$ cat config.mk
export PLATFORM = sky130hd
export DESIGN_NAME = nibble_zero_compaction
export DESIGN_NICKNAME = d
export VERILOG_FILES = /design/src/hdl/nzc_pkg.sv /design/src/hdl/nibble_zero_compaction.sv /design/src/hdl/nzc_lane.sv /design/src/hdl/nzc_merge.sv /design/src/hdl/nzc_fifo.sv
export SDC_FILE = /design/constraint.sdc
export NUM_CORES = 1
export LEC_CHECK = 0
export BUFFER_PORTS_ARGS = -buffer_cell sky130_fd_sc_hd__buf_2
export CAP_MARGIN = 20
export CORE_MARGIN = 2
export CORE_UTILIZATION = 50
export DETAILED_ROUTE_END_ITERATION = 10
export HOLD_SLACK_MARGIN = 0.08
export PLACE_DENSITY = 0.78
export SLEW_MARGIN = 20
export SYNTH_ARGS = -nofsm -noshare
export SYNTH_HDL_FRONTEND = slang
export SYNTH_HIERARCHICAL = 1
export SYNTH_SLANG_ARGS = --single-unit
$ cat constraint.sdc
create_clock -name clk -period 5.7 [get_ports clk]
set_input_delay 1.14 -clock clk [delete_from_list [all_inputs] [get_ports clk]]
set_output_delay 1.14 -clock clk [all_outputs]
set_load 0.1 [all_outputs]
$ cat src/hdl/nzc_pkg.sv
package nzc_pkg;

    localparam int NIB_W  = 4;
    localparam int LANES  = 4;
    localparam int WORD_W = NIB_W * LANES;
    localparam int PEND_W = NIB_W * (LANES - 1);
    localparam int PCNT_W = 2;
    localparam int WCNT_W = 7;

    typedef enum logic {
        ST_RUN,
        ST_FLUSH
    } state_t;

    typedef struct packed {
        logic             nz;
        logic [NIB_W-1:0] nib;
    } lane_t;

    typedef struct packed {
        logic              full;
        logic [WORD_W-1:0] full_word;
        logic [PEND_W-1:0] pend;
        logic [PCNT_W-1:0] pend_cnt;
    } merge_t;

    typedef struct packed {
        logic [WORD_W-1:0] word;
        logic              eoa;
        logic              too_long;
    } out_item_t;

endpackage

$ cat src/hdl/nibble_zero_compaction.sv
// A full word from an accepted input transaction is pushed into the output queue.
// Throughput: one input word per cycle while no array is flushing and the queue is not full.
// After a final word with words still owed, the input stalls while the flush
// sequencer writes padded words into the two-entry queue, one per cycle when not full.
// Reset (rst_n, asynchronous, active low) clears pending nibbles, counters and the queue.
module nibble_zero_compaction
    import nzc_pkg::*;
#(
    parameter int MAX_WORDS = 64
)
(
    input  logic              clk,
    input  logic              rst_n,
    input  logic              in_valid,
    output logic              in_stall,
    input  logic [WORD_W-1:0] packed_word,
    input  logic              final_word,
    output logic              out_valid,
    input  logic              out_stall,
    output logic [WORD_W-1:0] out_word,
    output logic              end_of_array,
    output logic              too_long
);

    state_t            state_reg, state_next;
    logic [PEND_W-1:0] pend_reg, pend_next;
    logic [PCNT_W-1:0] pcnt_reg, pcnt_next;
    logic [WCNT_W-1:0] taken_reg, taken_next;
    logic [WCNT_W-1:0] given_reg, given_next;
    logic [WCNT_W-1:0] rem_reg, rem_next;
    logic              ovf_reg, ovf_next;

    lane_t [LANES-1:0] lanes;
    merge_t            mres;
    logic              fifo_full;
    logic              push;
    out_item_t         push_item;
    out_item_t         head;
    logic              accept;
    logic              drop;
    logic [WCNT_W-1:0] rem_calc;
    logic [WORD_W-1:0] pad_word;

    for (genvar i = 0; i < LANES; i++)
    begin : g_lane
        nzc_lane u_lane (
            .nib  (packed_word[WORD_W-1-NIB_W*i -: NIB_W]),
            .lane (lanes[i])
        );
    end

    nzc_merge u_merge (
        .lanes    (lanes),
        .pend     (pend_reg),
        .pend_cnt (pcnt_reg),
        .res      (mres)
    );

    nzc_fifo u_fifo (
        .clk       (clk),
        .rst_n     (rst_n),
        .push      (push),
        .push_item (push_item),
        .full      (fifo_full),
        .out_valid (out_valid),
        .out_stall (out_stall),
        .head      (head)
    );

    assign out_word     = head.word;
    assign end_of_array = head.eoa;
    assign too_long     = head.too_long;

    assign in_stall = (state_reg != ST_RUN) || fifo_full;
    assign accept   = in_valid && !in_stall;
    assign drop     = (taken_reg >= WCNT_W'(MAX_WORDS));
    // left-justify the partial word; an empty pending register gives zero padding
    assign pad_word = {{NIB_W{1'b0}}, pend_reg} << {(3'd4 - {1'b0, pcnt_reg}), 2'b00};

    always_comb
    begin
        state_next = state_reg;
        unique case (state_reg)
            ST_RUN:
            begin
                if (accept && final_word && (rem_calc != '0))
                begin
                    state_next = ST_FLUSH;
                end
            end
            ST_FLUSH:
            begin
                if (!fifo_full && (rem_reg == WCNT_W'(1)))
                begin
                    state_next = ST_RUN;
                end
            end
            default:
            begin
                state_next = ST_RUN;
            end
        endcase
    end

    always_comb
    begin
        pend_next  = pend_reg;
        pcnt_next  = pcnt_reg;
        taken_next = taken_reg;
        given_next = given_reg;
        rem_next   = rem_reg;
        ovf_next   = ovf_reg;
        push       = 1'b0;
        push_item  = '0;
        rem_calc   = '0;

        unique case (state_reg)
            ST_RUN:
            begin
                if (accept)
                begin
                    ovf_next = ovf_reg | drop;
                    if (!drop)
                    begin
                        taken_next = taken_reg + WCNT_W'(1);
                        pend_next  = mres.pend;
                        pcnt_next  = mres.pend_cnt;
                        if (mres.full)
                        begin
                            given_next = given_reg + WCNT_W'(1);
                            push       = 1'b1;
                        end
                    end
                    rem_calc           = taken_next - given_next;
                    push_item.word     = mres.full_word;
                    push_item.too_long = ovf_next;
                    push_item.eoa      = final_word && (rem_calc == '0);
                    if (final_word)
                    begin
                        rem_next = rem_calc;
                        if (rem_calc == '0)
                        begin
                            // nothing left to send: start the next array clean
                            pend_next  = '0;
                            pcnt_next  = '0;
                            taken_next = '0;
                            given_next = '0;
                            ovf_next   = 1'b0;
                        end
                    end
                end
            end
            ST_FLUSH:
            begin
                if (!fifo_full)
                begin
                    push               = 1'b1;
                    push_item.word     = pad_word;
                    push_item.too_long = ovf_reg;
                    push_item.eoa      = (rem_reg == WCNT_W'(1));
                    pend_next          = '0;
                    pcnt_next          = '0;
                    rem_next           = rem_reg - WCNT_W'(1);
                    if (rem_reg == WCNT_W'(1))
                    begin
                        taken_next = '0;
                        given_next = '0;
                        ovf_next   = 1'b0;
                    end
                end
            end
            default:
            begin
                push = 1'b0;
            end
        endcase
    end

    always_ff @(posedge clk or negedge rst_n)
    begin
        if (!rst_n)
        begin
            state_reg <= ST_RUN;
            pend_reg  <= '0;
            pcnt_reg  <= '0;
            taken_reg <= '0;
            given_reg <= '0;
            rem_reg   <= '0;
            ovf_reg   <= 1'b0;
        end
        else
        begin
            state_reg <= state_next;
            pend_reg  <= pend_next;
            pcnt_reg  <= pcnt_next;
            taken_reg <= taken_next;
            given_reg <= given_next;
            rem_reg   <= rem_next;
            ovf_reg   <= ovf_next;
        end
    end

endmodule

$ cat src/hdl/nzc_lane.sv
module nzc_lane
    import nzc_pkg::*;
(
    input  logic [NIB_W-1:0] nib,
    output lane_t            lane
);

    // zero the value of a dropped nibble so the merge can OR freely
    always_comb
    begin
        lane.nz  = (nib != '0);
        lane.nib = lane.nz ? nib : '0;
    end

endmodule

$ cat src/hdl/nzc_merge.sv
module nzc_merge
    import nzc_pkg::*;
(
    input  lane_t [LANES-1:0] lanes,
    input  logic [PEND_W-1:0] pend,
    input  logic [PCNT_W-1:0] pend_cnt,
    output merge_t            res
);

    localparam int COMB_W = PEND_W + WORD_W;

    logic [WORD_W-1:0] nk;
    logic [2:0]        k;
    logic [2:0]        total;
    logic [1:0]        rest;
    logic [COMB_W-1:0] comb;

    always_comb
    begin
        nk = '0;
        k  = '0;
        // lane 0 holds the first nibble; append survivors in order
        for (int i = 0; i < LANES; i++)
        begin
            if (lanes[i].nz)
            begin
                nk = {nk[WORD_W-NIB_W-1:0], lanes[i].nib};
                k  = k + 3'd1;
            end
        end
        total = {1'b0, pend_cnt} + k;
        comb  = ({{WORD_W{1'b0}}, pend} << {k, 2'b00}) | {{PEND_W{1'b0}}, nk};
        rest  = total[1:0];

        res = '0;
        if (total[2])
        begin
            res.full      = 1'b1;
            res.full_word = WORD_W'(comb >> {rest, 2'b00});
            res.pend      = comb[PEND_W-1:0] & ~({PEND_W{1'b1}} << {rest, 2'b00});
            res.pend_cnt  = rest;
        end
        else
        begin
            res.pend     = comb[PEND_W-1:0];
            res.pend_cnt = rest;
        end
    end

endmodule

$ cat src/hdl/nzc_fifo.sv
module nzc_fifo
    import nzc_pkg::*;
(
    input  logic      clk,
    input  logic      rst_n,
    input  logic      push,
    input  out_item_t push_item,
    output logic      full,
    output logic      out_valid,
    input  logic      out_stall,
    output out_item_t head
);

    out_item_t  mem_reg [2];
    logic       wr_ptr_reg, wr_ptr_next;
    logic       rd_ptr_reg, rd_ptr_next;
    logic [1:0] cnt_reg, cnt_next;
    logic       pop;

    assign out_valid = (cnt_reg != 2'd0);
    assign full      = (cnt_reg == 2'd2);
    assign pop       = out_valid && !out_stall;
    assign head      = mem_reg[rd_ptr_reg];

    always_comb
    begin
        wr_ptr_next = push ? ~wr_ptr_reg : wr_ptr_reg;
        rd_ptr_next = pop ? ~rd_ptr_reg : rd_ptr_reg;
        cnt_next    = cnt_reg + {1'b0, push} - {1'b0, pop};
    end

    always_ff @(posedge clk)
    begin
        if (push)
        begin
            mem_reg[wr_ptr_reg] <= push_item;
        end
    end

    always_ff @(posedge clk or negedge rst_n)
    begin
        if (!rst_n)
        begin
            wr_ptr_reg <= 1'b0;
            rd_ptr_reg <= 1'b0;
            cnt_reg    <= 2'd0;
        end
        else
        begin
            wr_ptr_reg <= wr_ptr_next;
            rd_ptr_reg <= rd_ptr_next;
            cnt_reg    <= cnt_next;
        end
    end

endmodule
### Word-level counts from Yosys, hierarchy flattened

Memories as Yosys holds them, arrays and structs flattened.
Index checks and enable logic that the tools add are counted.

* add/sub/neg operators: 11
* multiply operators: 0
* divide/modulo/power cells: 0
* magnitude comparators: 1
* equality and inequality tests: 6
* shift-type cells: 4
* multiplexer cells: 64
* bitwise operators: 7
* reductions and logical operators: 20

Operator list (count)
* $mux W7: 20
* $mux W12: 6
* $pmux W7 S2: 3
* $mux W18: 2
* $pmux W18 S2: 1
* $or A28 B16 Y28: 1
* $shl A12 B5 Y28: 1
* $shr A28 B4 Y16: 1
* $pmux W12 S2: 1
* $mux W17: 1
* $mux W16: 1
* $reduce_bool A4 Y1: 4
* $shl A12 B5 Y16: 1
* $add A7 B1 Y7 const B: 2
* $mux W1: 14
* $mux W14: 1
* $and A12 B12 Y12: 1
* $not A12 Y12: 1
* $shl A12 B4 Y12 const A: 1
* $mux W2: 5
* $mux W3: 3
* $mux W8: 1
* $eq A7 B1 Y1 const B: 1
* $ge A7 B7 Y1 const B: 1
* other kinds (24): 39

* flip-flop bits (word level): 41
* latch bits: 0
* RAM bits: 36
* memory bits (read-only): 0
* input port bits: 21
* output and inout bits: 20
* logic and storage cells: 124
* memories: 1

Memories
* u_fifo.mem_reg: depth 2, width 18, rd ports 1, clocked after Yosys merged registers in 0, write ports 1, line nzc_fifo.sv:14 `out_item_t mem_reg [2];`

### Depth between registers and ports, before layout

Gate-level depths: netlist of the first run.

* word-level depth: 23
* mapped depth: 26
* depth with buffers taken out: 21

### By module

The synthesis of the first run kept the hierarchy.

By module, submodules not included
* nibble_zero_compaction: instances 1, cells an instance 298, area each 2651.3 um^2, seq. area each 925.9 um^2
* nzc_merge: instances 1, cells an instance 253, area each 1694.1 um^2, seq. area each 0.0 um^2
* nzc_fifo: instances 1, cells an instance 74, area each 1552.7 um^2, seq. area each 1181.1 um^2
* nzc_lane: instances 4, cells an instance 5, area each 22.5 um^2, seq. area each 0.0 um^2

### Least setup slack after synthesis of the first run

OpenSTA, ideal clock, no wires.

* kind: in2reg
* start: input packed_word[12]
* end: register pcnt_reg[1]
* library setup time: 0.122 ns
* arrival time: 6.756 ns
* data required time: 5.578 ns
* slack: -1.177 ns
* stages: 26
* buffers on the path: 5
* cell sequence: or4_1 > clkbuf_1 > inv_1 > ha_1 > xor2_1 > ha_1 > nor2b_1 > a31oi_2 > xor2_1 > ha_1 > a221oi_2 > xnor2_2 > clkbuf_1 > nor2b_2 > buf_6 > mux2i_1 > inv_1 > fa_1 > nor2b_1 > o22ai_1 > xor2_1 > o211ai_1 > or3_1 > buf_6 > buf_8 > a32o_1

RTL lines
* start, declared: line nibble_zero_compaction.sv:16 `input logic [WORD_W-1:0] packed_word,`
* end signal, assigned: line nibble_zero_compaction.sv:195 `pcnt_reg <= pcnt_next;`
* end, declared: line nibble_zero_compaction.sv:27 `logic [PCNT_W-1:0] pcnt_reg, pcnt_next;`

==> results.rst, run 1 <==
.. list-table::
   :header-rows: 1

   * - Metric
     - Value
   * - Result of the run
     - finished, violations left
   * - Failing checks
     - negative setup slack
   * - Share of final-layout standard cells stronger than drive strength 1
     - ~29%
   * - Clk slew on worst S/H paths
     - around 0.060 ns
   * - Quantity of I/O buffers inserted on ports
     - 40
   * - Latest clock arrival within the worst-skew pair
     - between 0.3 and 0.4 ns
   * - Routed WL
     - approximately 16000 µm
   * - Leakage
     - around 3.0 nW
   * - Arrival time of the worst setup path
     - 5.94 ns
   * - Post-Syn Nets
     - 688
   * - WL/cell
     - 18.64 µm
   * - Max-Cap Viols
     - 0
   * - Area of the placeable core
     - 11560 µm²
   * - Antenna Diode Count
     - 0
   * - Kind of critical path
     - in2reg
   * - GPL Wtd Cong
     - 1.008
   * - Number of rows created at floorplan
     - 39
   * - Initial DRC Count
     - around 650
   * - Global router's overall resource usage
     - 25.05%
   * - Data required, critical path
     - 5.92 ns
   * - Internal power
     - ~0.0020 W
   * - Yosys top cell area share
     - 18.05%
   * - Worst Tran Pin Value
     - just under 1 ns
   * - Final hold violations
     - 0
   * - Post-detailed-placement half-perimeter wirelength
     - between 10000 and 15000 µm
   * - Kind of launch point of the worst setup path
     - input pin
   * - Post-synth EDFFs
     - 36
   * - Register-to-Register Path Depth
     - 15
   * - Area of all placed cells without fillers
     - between 7000 and 8000 µm²
   * - Height of the chip
     - roughly 110 µm
   * - Number of buffers created by CTS
     - 9
   * - Post-synthesis sequential area ratio
     - about a third
   * - Worst vdd rail ir drop
     - between 0.2 and 0.3 mV
   * - Number of warnings printed during yosys synthesis
     - 6
   * - CTS Sinks
     - 77
   * - Remaining global-route overflow
     - 0
   * - Switch share
     - 49.09%
   * - Number of nets with antenna violations after routing
     - 0
   * - Launch point of the critical path
     - packed_word[11]
   * - Pre-CTS worst setup slack
     - -0.6153 ns
   * - Placement Cell Area
     - roughly 6700 µm²
   * - Critical path fanouts, max
     - 18
   * - Critical path capture point type
     - register
   * - Post-synthesis sequential element count
     - 77
   * - Critical path endpoint
     - taken_reg[4]
   * - Area growth from synthesis to layout
     - 19.81%
   * - Combinational cell fraction of total power
     - roughly 61%
   * - Number of nets in the finished design
     - roughly 760
   * - Top_reg_cell synth
     - dfrtp_1
   * - Initial antenna violation count
     - 0
   * - Cell count after synthesis
     - ~650
   * - Worst r2r src
     - pcnt_reg[0]
   * - Unrepaired setup endpoints after global routing
     - true
   * - Max Clock Freq
     - between 150 and 200 MHz
   * - Crit share post-route
     - 100.4%
   * - Count of vias placed by the detailed router
     - ~5.5k
   * - Die footprint
     - between 10000 and 15000 µm²
   * - Initial core utilization
     - roughly half
   * - Ranking of synthesized cells by area
     - edfxtp_1 18%, dfrtp_1 17%, ha_1 4.4%, mux2_2 4.3%, mux2i_1 3.5%
   * - Crit path setup slack, layout
     - -0.02164 ns
   * - Max Root-Sink Buffers
     - 2
   * - Cell variety after synth
     - 74
   * - Drc violations
     - 0
   * - Synth Area per Inst
     - about 9.3 µm²
   * - Worst Hold Class
     - reg2reg
   * - Cell Pwr Density
     - between 500 and 600 nW/µm²
   * - Largest area contributor in the synthesized netlist
     - edfxtp_1
   * - Width of the chip
     - about 110 µm
   * - Count of TritonRoute iterations in the first routing pass
     - 6
   * - Root Driver
     - clkbuf_16
   * - Endpoint of the worst-slack reg-to-reg timing path
     - taken_reg[4]
   * - Cell area after technology mapping
     - ~6000 µm²
   * - Part of the total power dissipated in the clock network
     - about 15%
   * - Share of total power in sequential cells
     - between 20 and 25%
   * - Vias in the first global route
     - 5293
   * - Leading cell type by number of instances after synthesis
     - nand2_1
   * - Final count of pins violating max slew
     - 0
   * - Reg2reg setup slack
     - ~1.7 ns
   * - Pin count of the biggest net entering global routing
     - between 40 and 50
   * - Power dissipated by switching net loads
     - ~0.0019 W
   * - H-Tree Depth
     - 3
   * - Max-slew headroom at the worst pin
     - 35.10%
   * - Flip-flop count of the largest register, all copies and words added
     - 36
   * - Global-route wire length before repair
     - ~26000 µm
   * - Number of failing setup endpoints in the final timing report
     - 11
   * - Worst-case clock skew
     - 0.008543 ns
   * - Ys async rst share
     - 53.25%
   * - Top cells by count, synth
     - 54 x nand2_1, 41 x dfrtp_1, 40 x clkbuf_1, 40 x nor2_1, 39 x o21ai_0
   * - Clock tree from TritonCTS
     - built
   * - Post-DR vias/cell
     - around 6.3
   * - Min cycle time layout
     - 5.722 ns
   * - Number of top-level pins
     - 41
[placed cells by master (no fill, tap or decap), types with 18 or more instances in the layout]
| cell type | instances |
|---|---|
| nand3_1 | 26 |
| dfrtp_1 | 41 |
| inv_1 | 18 |
| nor2_1 | 38 |
| a32o_1 | 18 |
| a21oi_1 | 32 |
| o21ai_0 | 31 |
| mux2i_1 | 20 |
| mux2_2 | 23 |
| buf_4 | 72 |
| buf_2 | 39 |
| edfxtp_1 | 36 |
| nand2_1 | 54 |
[cells by family after synthesis]
logic type | share of synthesized area (%)
buffers and inverters | 5.829
xor gates and xnor gates | 4.994
AOI/OAI and AO/OA | 20.98
adders and majority gates | 4.722
and+or+nand+nor | 17.82
DFF | 35.19
muxes | 10.47
[how the worst min path moves through the flow]
stage                 startpoint                 to  slack, ns  depth (start not counted)
5_1_grt        u_fifo/wr_ptr_reg  u_fifo/wr_ptr_reg       0.53                          1
4_1_cts        u_fifo/wr_ptr_reg  u_fifo/wr_ptr_reg       0.51                          1
3_3_place_gp   u_fifo/wr_ptr_reg  u_fifo/wr_ptr_reg       0.47                          1
6_report       u_fifo/wr_ptr_reg  u_fifo/wr_ptr_reg       0.50                          1
2_1_floorplan  u_fifo/wr_ptr_reg  u_fifo/wr_ptr_reg       0.46                          1
3_5_place_dp   u_fifo/wr_ptr_reg  u_fifo/wr_ptr_reg       0.48                          1
[through the flow]
step	util (%)	power, W	instances	hold slack [ns]	setup TNS, ns
2_1_floorplan	-	0.002635	645	0.4555	-18.15
5_1_grt	62.04	0.004130	868	0.5287	-5.471
3_3_place_gp	57.56	0.003116	842	0.4685	-10.76
4_1_cts	61.20	0.003843	865	0.5052	0
3_5_place_dp	57.56	0.003165	842	0.4758	-16.06
6_report	62.04	0.003938	868	0.5047	-0.1195
[worst max-delay path, cell delays in order]
cell and delay, ns:
buf_2 0.10, or4_4 0.57, inv_4 0.09, ha_4 0.20
xor2_1 0.17, ha_1 0.29, nor2b_2 0.15, a31oi_4 0.05
xor2_1 0.17, ha_2 0.21, a221oi_4 0.22, xnor2_2 0.16
nor2b_4 0.30, mux2i_2 0.26, inv_1 0.08, fa_2 0.37
nor2b_4 0.14, o22ai_2 0.09, xor2_1 0.21, o211ai_1 0.19
or3_1 0.36, buf_6 0.17, a32o_1 0.26
[power by group through the flow]
stage | Sequential, W | Combinational (W) | Clock [W]
finish | 0.000962 | 0.00239 | 0.000586
global route | 0.000982 | 0.00254 | 0.000612
CTS | 0.000961 | 0.00230 | 0.000585
detailed placement | 0.000967 | 0.00220 | 0
global placement | 0.000953 | 0.00216 | 0
floorplan | 0.000896 | 0.00174 | 0
[per-layer routing]
layer / track usage [%] / vias to the layer above / wire length [µm]
met4: 9.268 / 0 / 546
li1: - / 2572 / -
met2: 41.84 / 261 / 7581
met3: 4.835 / 55 / 1121
met5: 0 / - / 0
met1: 32.52 / 2579 / 6932
[timing repair]
item	in CTS	in global routing
resized for setup	14	24
setup buffers	7	3
endpoints found under the hold margin	0	0
pin swaps	23	6
hold buffers	0	0
setup endpoints to repair	27	32
[final cells by class]
class | count | area, µm²
Tap cell | 143 | 178.9
Multi-Input combinational cell | 495 | 3710
Timing Repair Buffer | 115 | 780.7
Sequential cell | 77 | 2107
Inverter | 22 | 92.59
Fill cell | 906 | 4390
Clock inverter | 4 | 26.28
Clock buffer | 12 | 279.0
Note: power is estimated with default switching activity, not from simulation.
==> inputs of run 2 (changes only) <==
--- a/config.mk
+++ b/config.mk
@@ -10,10 +10,12 @@
 export CORE_MARGIN = 2
 export CORE_UTILIZATION = 50
 export DETAILED_ROUTE_END_ITERATION = 10
+export GPL_TIMING_DRIVEN = 0
 export HOLD_SLACK_MARGIN = 0.08
-export PLACE_DENSITY = 0.78
+export PLACE_DENSITY = 0.7
 export SLEW_MARGIN = 20
 export SYNTH_ARGS = -nofsm -noshare
 export SYNTH_HDL_FRONTEND = slang
 export SYNTH_HIERARCHICAL = 1
 export SYNTH_SLANG_ARGS = --single-unit
+export TNS_END_PERCENT = 5
==> run 2 against run 1 <==
  * The flow still finishes with violations (negative setup slack)
  * Hold slack gained 0.011 ns
  * Critical path depth rose by 2
  * Sequential cell count is the same
  * Via count rose by 0.99%
  * Sequential power down 4.5%
  * Maximum frequency fell by 8.2%
==> results.rst, run 2 (synthesis gave the netlist of run 1 again) <==
.. list-table::
   :header-rows: 1

   * - Metric
     - Value
   * - Result of the run
     - finished, violations left (unchanged)
   * - Failing checks
     - negative setup slack (unchanged)
   * - Cell type group with the largest total delay on the critical path
     - buffers and inverters (was simple AND/OR/NAND/NOR gates)
   * - Post-DR vias/cell
     - 6.245 (was 6.298)
   * - Number of failing setup endpoints in the final timing report
     - 33 (was 11)
   * - CTS Sinks
     - 77 (unchanged)
   * - Drc violations
     - 0 (unchanged)
   * - Clock tree from TritonCTS
     - built (unchanged)
   * - # hold bufs at CTS
     - 0 (unchanged)
   * - Cell Pwr Density
     - 535.6 nW/µm² (was 548.9 nW/µm²)
   * - Number of buffers created by CTS
     - 9 (unchanged)
   * - Max-Cap Viols
     - 0 (unchanged)
   * - H-Tree Depth
     - 3 (unchanged)
   * - Max Clock Freq
     - 160.4 MHz (was 174.8 MHz)
   * - Final count of pins violating max slew
     - 0 (unchanged)
   * - Slowest stage delay, CP
     - 0.55 ns (was 0.57 ns)
   * - Global router's overall resource usage
     - 26.50% (was 25.05%)
   * - Max Root-Sink Buffers
     - 2 (unchanged)
   * - Number of rows created at floorplan
     - 39 (unchanged)
   * - WL/cell
     - 19.26 µm (was 18.64 µm)
   * - Height of the chip
     - 113.4 µm (unchanged)
   * - Min cycle time layout
     - 6.236 ns (was 5.722 ns)
   * - Worst vdd rail ir drop
     - 0.2521 mV (was 0.2825 mV)
   * - Die footprint
     - 12870 µm² (unchanged)
   * - Number of nets in the finished design
     - 779 (was 763)
   * - Initial antenna violation count
     - 0 (unchanged)
   * - Critical path fanouts, max
     - 10 (was 18)
   * - Routed WL
     - 17030 µm (was 16180 µm)
   * - Count of vias placed by the detailed router
     - 5521 (was 5467)
   * - Number of nets with antenna violations after routing
     - 0 (unchanged)
   * - Cell repeated most along the worst path
     - buf_6 (was xor2_1)
   * - Fin Setup TNS
     - -15.18 ns (was -0.1195 ns)
   * - Antenna Diode Count
     - 0 (unchanged)
   * - Share of final-layout standard cells stronger than drive strength 1
     - 24.97% (was 28.69%)
   * - Arrival time of the worst setup path
     - 6.45 ns (was 5.94 ns)
   * - Root Driver
     - clkbuf_16 (unchanged)
   * - Clk slew on worst S/H paths
     - 0.06 ns (about the same)
   * - Post-Layout Cell Count
     - 884 (was 868)
   * - Count of TritonRoute iterations in the first routing pass
     - 5 (was 6)
   * - Max stage delay cell, worst path
     - or4_4 (unchanged)
   * - Worst Tran Pin Value
     - 0.9811 ns (was 0.9735 ns)
   * - Final hold violations
     - 0 (unchanged)
   * - Pre-CTS worst setup slack
     - -1.550 ns (was -0.6153 ns)
   * - Kind of launch point of the worst setup path
     - input pin (unchanged)
   * - Worst-case clock skew
     - 0.009127 ns (was 0.008543 ns)
   * - Latest clock arrival within the worst-skew pair
     - 0.33 ns (was 0.34 ns)
   * - Quantity of I/O buffers inserted on ports
     - 40 (unchanged)
   * - Crit share post-route
     - 109.4% (was 100.4%)
   * - Area growth from synthesis to layout
     - 20.98% (was 19.81%)
   * - Total placed cells including tap cells
     - 829 (was 842)
   * - Initial DRC Count
     - 651 (was 647)
   * - GPL Wtd Cong
     - 0.9541 (was 1.008)
   * - Number of top-level pins
     - 41 (unchanged)
   * - Critical path capture point type
     - register (unchanged)
   * - Power dissipated by switching net loads
     - 0.001935 W (was 0.001933 W)
   * - Unrepaired setup endpoints after global routing
     - true (unchanged)
   * - Data required, critical path
     - 5.91 ns (was 5.92 ns)
   * - Flip-flop count of the largest register, all copies and words added
     - 36 (unchanged)
   * - Crit path setup slack, layout
     - -0.5361 ns (was -0.02164 ns)
   * - Global-route wire length before repair
     - 27080 µm (was 26050 µm)
   * - Remaining global-route overflow
     - 0 (unchanged)
   * - Worst Hold Class
     - reg2reg (unchanged)
   * - Post-detailed-placement half-perimeter wirelength
     - 12180 µm (was 11640 µm)
   * - Leakage
     - 2.956 nW (was 2.991 nW)
   * - Max-slew headroom at the worst pin
     - 34.59% (was 35.10%)
   * - Initial core utilization
     - 51.78% (unchanged)
   * - Share of total power in sequential cells
     - 23.7% (was 24.4%)
   * - Number of buffers and inverters on the critical path
     - 9 (was 4)
   * - Kind of critical path
     - in2reg (unchanged)
   * - Area of the placeable core
     - 11560 µm² (unchanged)
   * - Part of the total power dissipated in the clock network
     - 13.1% (was 14.9%)
   * - Vias in the first global route
     - 5298 (was 5293)
   * - Width of the chip
     - 113.4 µm (unchanged)
   * - Switch share
     - 49.87% (was 49.09%)
   * - Commonest non-fill, non-tap cell in the layout
     - nand2_1 (was buf_4)
   * - Combinational cell fraction of total power
     - 63.2% (was 60.7%)
   * - Pin count of the biggest net entering global routing
     - 42 (unchanged)
   * - Final core utilization
     - 62.64% (was 62.04%)
   * - Most used cells in the layout excluding fill and tap cells
     - 54 x nand2_1, 42 x buf_2, 41 x dfrtp_1, 40 x nor2_1 (was 72 x buf_4, 54 x nand2_1, 41 x dfrtp_1, 39 x buf_2, 38 x nor2_1)
   * - Internal power
     - 0.001945 W (was 0.002005 W)
==> run 2: cell type report <==
type | count | area (µm²)
sequential | 77 | 2107
multi-input combinational | 495 | 3715
timing repair buffer | 81 | 568.0
clock buffer | 11 | 232.7
tap | 143 | 178.9
fill | 971 | 4320
inverter | 22 | 100.1
clock inverter | 5 | 27.53
buffer | 50 | 315.3
==> run 2: metal layers <==
| metal | up-vias | part of all wire (%) | GRT usage [%] |
|---|---|---|---|
| li1 | 2599 | - | - |
| met1 | 2635 | 44 | 36.37 |
| met2 | 238 | 46 | 42.16 |
| met3 | 49 | 6.1 | 4.091 |
| met4 | 0 | 3.3 | 10.98 |
| met5 | - | 0 | 0 |
==> run 2: final timing paths <==
check / to / start / cells past startpoint / slack (ns)
worst max-delay path: pend_reg[6] / packed_word[15] / 25 / -0.54
worst min-delay path: u_fifo/wr_ptr_reg / u_fifo/wr_ptr_reg / 1 / 0.52
worst max register to register: pend_reg[6] / pcnt_reg[0] / 18 / 1.53
worst min register to register: u_fifo/wr_ptr_reg / u_fifo/wr_ptr_reg / 1 / 0.52
max in group asynchronous: pcnt_reg[0] / rst_n / 1 / 4.12
min in group asynchronous: rem_reg[4] / rst_n / 1 / 0.96
==> run 2: power groups by stage <==
stage          clock, W  combinational, W  sequential, W
4_1_cts        0.000519           0.00226       0.000918
6_report       0.000508           0.00245       0.000919
5_1_grt        0.000541           0.00261       0.000941
2_1_floorplan         0           0.00172       0.000896
3_3_place_gp          0           0.00202       0.000921
3_5_place_dp          0           0.00207       0.000926
==> run 2: worst reg2reg max path, stage by stage (launching register included) <==
cell	delay [ns]
dfrtp_1	0.42
ha_1	0.22
ha_2	0.20
a221oi_4	0.23
xnor2_2	0.17
clkbuf_8	0.16
nor2b_4	0.15
buf_6	0.14
nand4_1	0.19
buf_4	0.20
nor2_1	0.13
xnor2_1	0.17
ha_1	0.30
and3b_2	0.26
o211ai_1	0.19
buf_4	0.19
o41a_1	0.36
buf_6	0.16
a32o_1	0.22
==> run 2: what timing repair did <==
action,4_1_cts,5_1_grt
endpoints found under the setup margin,36,35
buffers inserted,30,7
gates resized for setup,31,12
endpoints found under the hold margin,0,0
gates cloned,3,0
pin swaps,39,15
==> run 2: through the flow <==
step	power, W	cell area, µm²	hold slack, ns
floorplan	0.002613	6090	0.4555
global placement	0.002940	6469	0.4683
detailed placement	0.002999	6489	0.4969
CTS	0.003700	7126	0.5176
global route	0.004091	7244	0.5350
finish	0.003880	7244	0.5154
==> inputs of run 3 (changes only) <==
--- a/config.mk
+++ b/config.mk
@@ -16,6 +16,5 @@
 export SLEW_MARGIN = 20
 export SYNTH_ARGS = -nofsm -noshare
 export SYNTH_HDL_FRONTEND = slang
-export SYNTH_HIERARCHICAL = 1
 export SYNTH_SLANG_ARGS = --single-unit
 export TNS_END_PERCENT = 5
==> run 3 against run 2 <==
  * The flow still finishes with violations (negative setup slack)
  * Die area is 9.8% lower
  * Clock power shrank 25%
  * Sequential power is 6.5% higher
  * Synthesized cell count decreased by 12%
  * Final cell count down 12%
  * Wire length fell by 14%
  * Worst setup slack improved by 0.22 ns
  * Count of clock-buffer cells in the layout did not move
  * First-iteration DRC count fell by 53%
  * Critical path type unchanged
==> results.rst, run 3 <==
.. list-table::
   :header-rows: 1

   * - Metric
     - Value
   * - Cell area after technology mapping
     - 5379 µm² (was 5988 µm²)
   * - Global-route wire length before repair
     - 23830 µm (was 27080 µm)
   * - Max Clock Freq
     - 166.2 MHz (was 160.4 MHz)
   * - Cell variety after synth
     - 64 (was 74)
   * - Initial core utilization
     - 51.87% (was 51.78%)
   * - Ys async rst share
     - 53.25% (unchanged)
   * - Width of the chip
     - 107.7 µm (was 113.4 µm)
   * - Final hold violations
     - 0 (unchanged)
   * - Remaining global-route overflow
     - 0 (unchanged)
   * - Area growth from synthesis to layout
     - 17.61% (was 20.98%)
   * - Cell count after synthesis
     - 570 (was 645)
   * - Leakage
     - 2.543 nW (was 2.956 nW)
   * - Max-Cap Viols
     - 0 (unchanged)
   * - Number of failing setup endpoints in the final timing report
     - 29 (was 33)
   * - Vias in the first global route
     - 4657 (was 5298)
   * - Post-Syn Nets
     - 608 (was 688)
   * - Largest area contributor in the synthesized netlist
     - edfxtp_1 (unchanged)
   * - Max Root-Sink Buffers
     - 2 (unchanged)
   * - Worst Tran Pin Value
     - 0.9416 ns (was 0.9811 ns)
   * - Number of warnings printed during yosys synthesis
     - 0 (was 6)
   * - Count of TritonRoute iterations in the first routing pass
     - 7 (was 5)
   * - Number of rows created at floorplan
     - 37 (was 39)
   * - Number of nets with antenna violations after routing
     - 0 (unchanged)
   * - Minimum hold slack
     - 0.4936 ns (was 0.5154 ns)
   * - Clk slew on worst S/H paths
     - 0.08 ns (was 0.06 ns)
   * - Initial antenna violation count
     - 0 (unchanged)
   * - Yosys top cell area share
     - 20.10% (was 18.05%)
   * - Share of final-layout standard cells stronger than drive strength 1
     - 22.19% (was 24.97%)
   * - Post-synthesis sequential element count
     - 77 (unchanged)
   * - Number of buffers created by CTS
     - 9 (unchanged)
   * - Number of top-level pins
     - 41 (unchanged)
   * - Worst-case clock skew
     - 0.009769 ns (was 0.009127 ns)
   * - Die footprint
     - 11600 µm² (was 12870 µm²)
   * - Total power
     - 0.003836 W (was 0.003880 W)
   * - GPL Wtd Cong
     - 1.001 (was 0.9541)
   * - Kind of launch point of the worst setup path
     - input pin (unchanged)
   * - WL/cell
     - 18.93 µm (was 19.26 µm)
   * - # hold bufs at CTS
     - 0 (unchanged)
   * - Flip-flop count of the largest register, all copies and words added
     - 36 (unchanged)
   * - Post-synth EDFFs
     - 36 (unchanged)
   * - Area of the placeable core
     - 10370 µm² (was 11560 µm²)
   * - Leading cell type by number of instances after synthesis
     - nand2_1 (unchanged)
   * - Height of the chip
     - 107.7 µm (was 113.4 µm)
   * - Worst Hold Class
     - reg2reg (unchanged)
   * - Unrepaired setup endpoints after global routing
     - true (unchanged)
   * - Count of vias placed by the detailed router
     - 4778 (was 5521)
   * - Final count of pins violating max slew
     - 0 (unchanged)
   * - Result of the run
     - finished, violations left (unchanged)
   * - Root Driver
     - clkbuf_8 (was clkbuf_16)
   * - Arrival time of the worst setup path
     - 6.27 ns (was 6.45 ns)
   * - Drc violations
     - 0 (unchanged)
   * - Pin count of the biggest net entering global routing
     - 42 (unchanged)
   * - Post-Layout Cell Count
     - 776 (was 884)
   * - Latest clock arrival within the worst-skew pair
     - 0.37 ns (was 0.33 ns)
   * - Top cells by count, synth
     - 68 x nand2_1, 41 x dfrtp_1, 40 x nor2_1 (was 54 x nand2_1, 41 x dfrtp_1, 40 x clkbuf_1, 40 x nor2_1, 39 x o21ai_0)
   * - CTS Sinks
     - 77 (unchanged)
   * - Failing checks
     - negative setup slack (unchanged)
   * - Critical path capture point type
     - register (unchanged)
   * - Clock tree from TritonCTS
     - built (unchanged)
   * - Most used cells in the layout excluding fill and tap cells
     - 67 x nand2_1, 41 x dfrtp_1, 39 x buf_2, 39 x nor2_1, 37 x a21oi_1 (was 54 x nand2_1, 42 x buf_2, 41 x dfrtp_1, 40 x nor2_1)
   * - Data required, critical path
     - 5.96 ns (was 5.91 ns)
   * - H-Tree Depth
     - 3 (unchanged)
   * - Quantity of I/O buffers inserted on ports
     - 40 (unchanged)
   * - Commonest non-fill, non-tap cell in the layout
     - nand2_1 (unchanged)
   * - Max-slew headroom at the worst pin
     - 37.23% (was 34.59%)
   * - Post-detailed-placement half-perimeter wirelength
     - 10980 µm (was 12180 µm)
   * - Top_reg_cell synth
     - dfrtp_1 (unchanged)
   * - Cell Pwr Density
     - 606.4 nW/µm² (was 535.6 nW/µm²)
   * - Number of nets in the finished design
     - 673 (was 779)
   * - Post-synthesis sequential area ratio
     - 39.17% (was 35.19%)
   * - Kind of critical path
     - in2reg (unchanged)
   * - Synth Area per Inst
     - 9.437 µm² (was 9.284 µm²)
   * - Global router's overall resource usage
     - 26.64% (was 26.50%)
   * - Post-DR vias/cell
     - 6.157 (was 6.245)
   * - Antenna Diode Count
     - 0 (unchanged)
   * - Routed WL
     - 14690 µm (was 17030 µm)
   * - Ranking of synthesized cells by area
     - edfxtp_1 20%, dfrtp_1 19%, mux2i_1 4.8%, mux2_2 4.8%, nand2_1 4.7% (was edfxtp_1 18%, dfrtp_1 17%, ha_1 4.4%, mux2_2 4.3%, mux2i_1 3.5%)
   * - Initial DRC Count
     - 309 (was 651)
   * - Min cycle time layout
     - 6.018 ns (was 6.236 ns)
   * - Total placed cells including tap cells
     - 747 (was 829)
   * - Crit path setup slack, layout
     - -0.3177 ns (was -0.5361 ns)
   * - Critical path fanouts, max
     - 10 (unchanged)
   * - Worst vdd rail ir drop
     - 0.4507 mV (was 0.2521 mV)
   * - Crit share post-route
     - 105.6% (was 109.4%)
-- run 3: routing by layer --
metal  vias up  GRT usage (%)  share of wire (%)
met3        19          6.114                6.0
li1       2262              -                  -
met2       169          42.59                 47
met5         -              0                  0
met4         0          7.692                1.4
met1      2328          36.20                 45
-- run 3: final cells by class --
type	instances	area, µm²
Inverter	18	67.56
Timing Repair Buffer	55	336.6
Buffer	31	168.9
Clock buffer	11	141.4
Clock inverter	5	33.78
Fill cell	871	4044
Multi-Input combinational cell	443	3301
Tap cell	136	170.2
Sequential cell	77	2107
-- run 3: what timing repair did --
action / 4_1_cts / 5_1_grt
setup buffers: 12 / 1
gates cloned: 1 / 0
pin swaps: 15 / 4
endpoints found under the setup margin: 33 / 33
resized for setup: 29 / 7
-- run 3: worst max-delay path, cell delays in order --
cell and delay [ns]:
buf_8 0.10, or4_4 0.55, ha_4 0.34, xor2_4 0.15
inv_1 0.07, clkbuf_8 0.18, ha_2 0.19, fa_2 0.36
xor3_2 0.26, buf_8 0.14, nor2_4 0.11, xor2_1 0.17
ha_2 0.19, inv_2 0.04, fa_2 0.37, a41oi_2 0.19
o32ai_2 0.13, maj3_2 0.35, xor2_2 0.14, o211ai_1 0.13
or3_4 0.36, a21o_4 0.26, buf_6 0.14, a22o_1 0.21
-- run 3: where the power goes --
group	total [W]	internal [W]	switching (W)
Combinational	0.00248	0.000775	0.00170
Clock	0.000380	0.000171	0.000209
Sequential	0.000979	0.000853	0.000126
-- run 3: through the flow --
stage               setup TNS, ns  area [µm²]  util (%)  setup WS (ns)
global placement           -54.54        5899     56.89         -1.375
floorplan                  -16.04        5529         -        -0.6547
finish                     -6.965        6326     61.00        -0.3177
CTS                        -10.66        6276     60.52        -0.4539
detailed placement         -44.38        5912     57.01         -1.470
global route               -13.83        6326     61.00        -0.5393
-- run 3: kinds of logic (layout without fill, tap and decap cells) --
kind of cell	after synthesis	in the layout	share of synthesized area, %
compound gates	172	172	22.08
mux	49	49	9.653
fa+ha+maj	18	18	4.420
buf+inv	50	120	3.908
xor+xnor	27	27	5.211
simple gates	177	177	15.56
flops	77	77	39.17
-- run 3: path summary, 6_finish.rpt --
check / start / end / slack, ns / cells after the start
worst max-delay path: packed_word[14] / pend_reg[2] / -0.32 / 24
worst min-delay path: rem_reg[1] / rem_reg[1] / 0.49 / 2
worst max register to register: pcnt_reg[0] / pend_reg[2] / 1.44 / 18
worst min register to register: rem_reg[1] / rem_reg[1] / 0.49 / 2
max in group asynchronous: rst_n / u_fifo.cnt_reg[1] / 4.20 / 1
min in group asynchronous: rst_n / given_reg[3] / 0.91 / 1
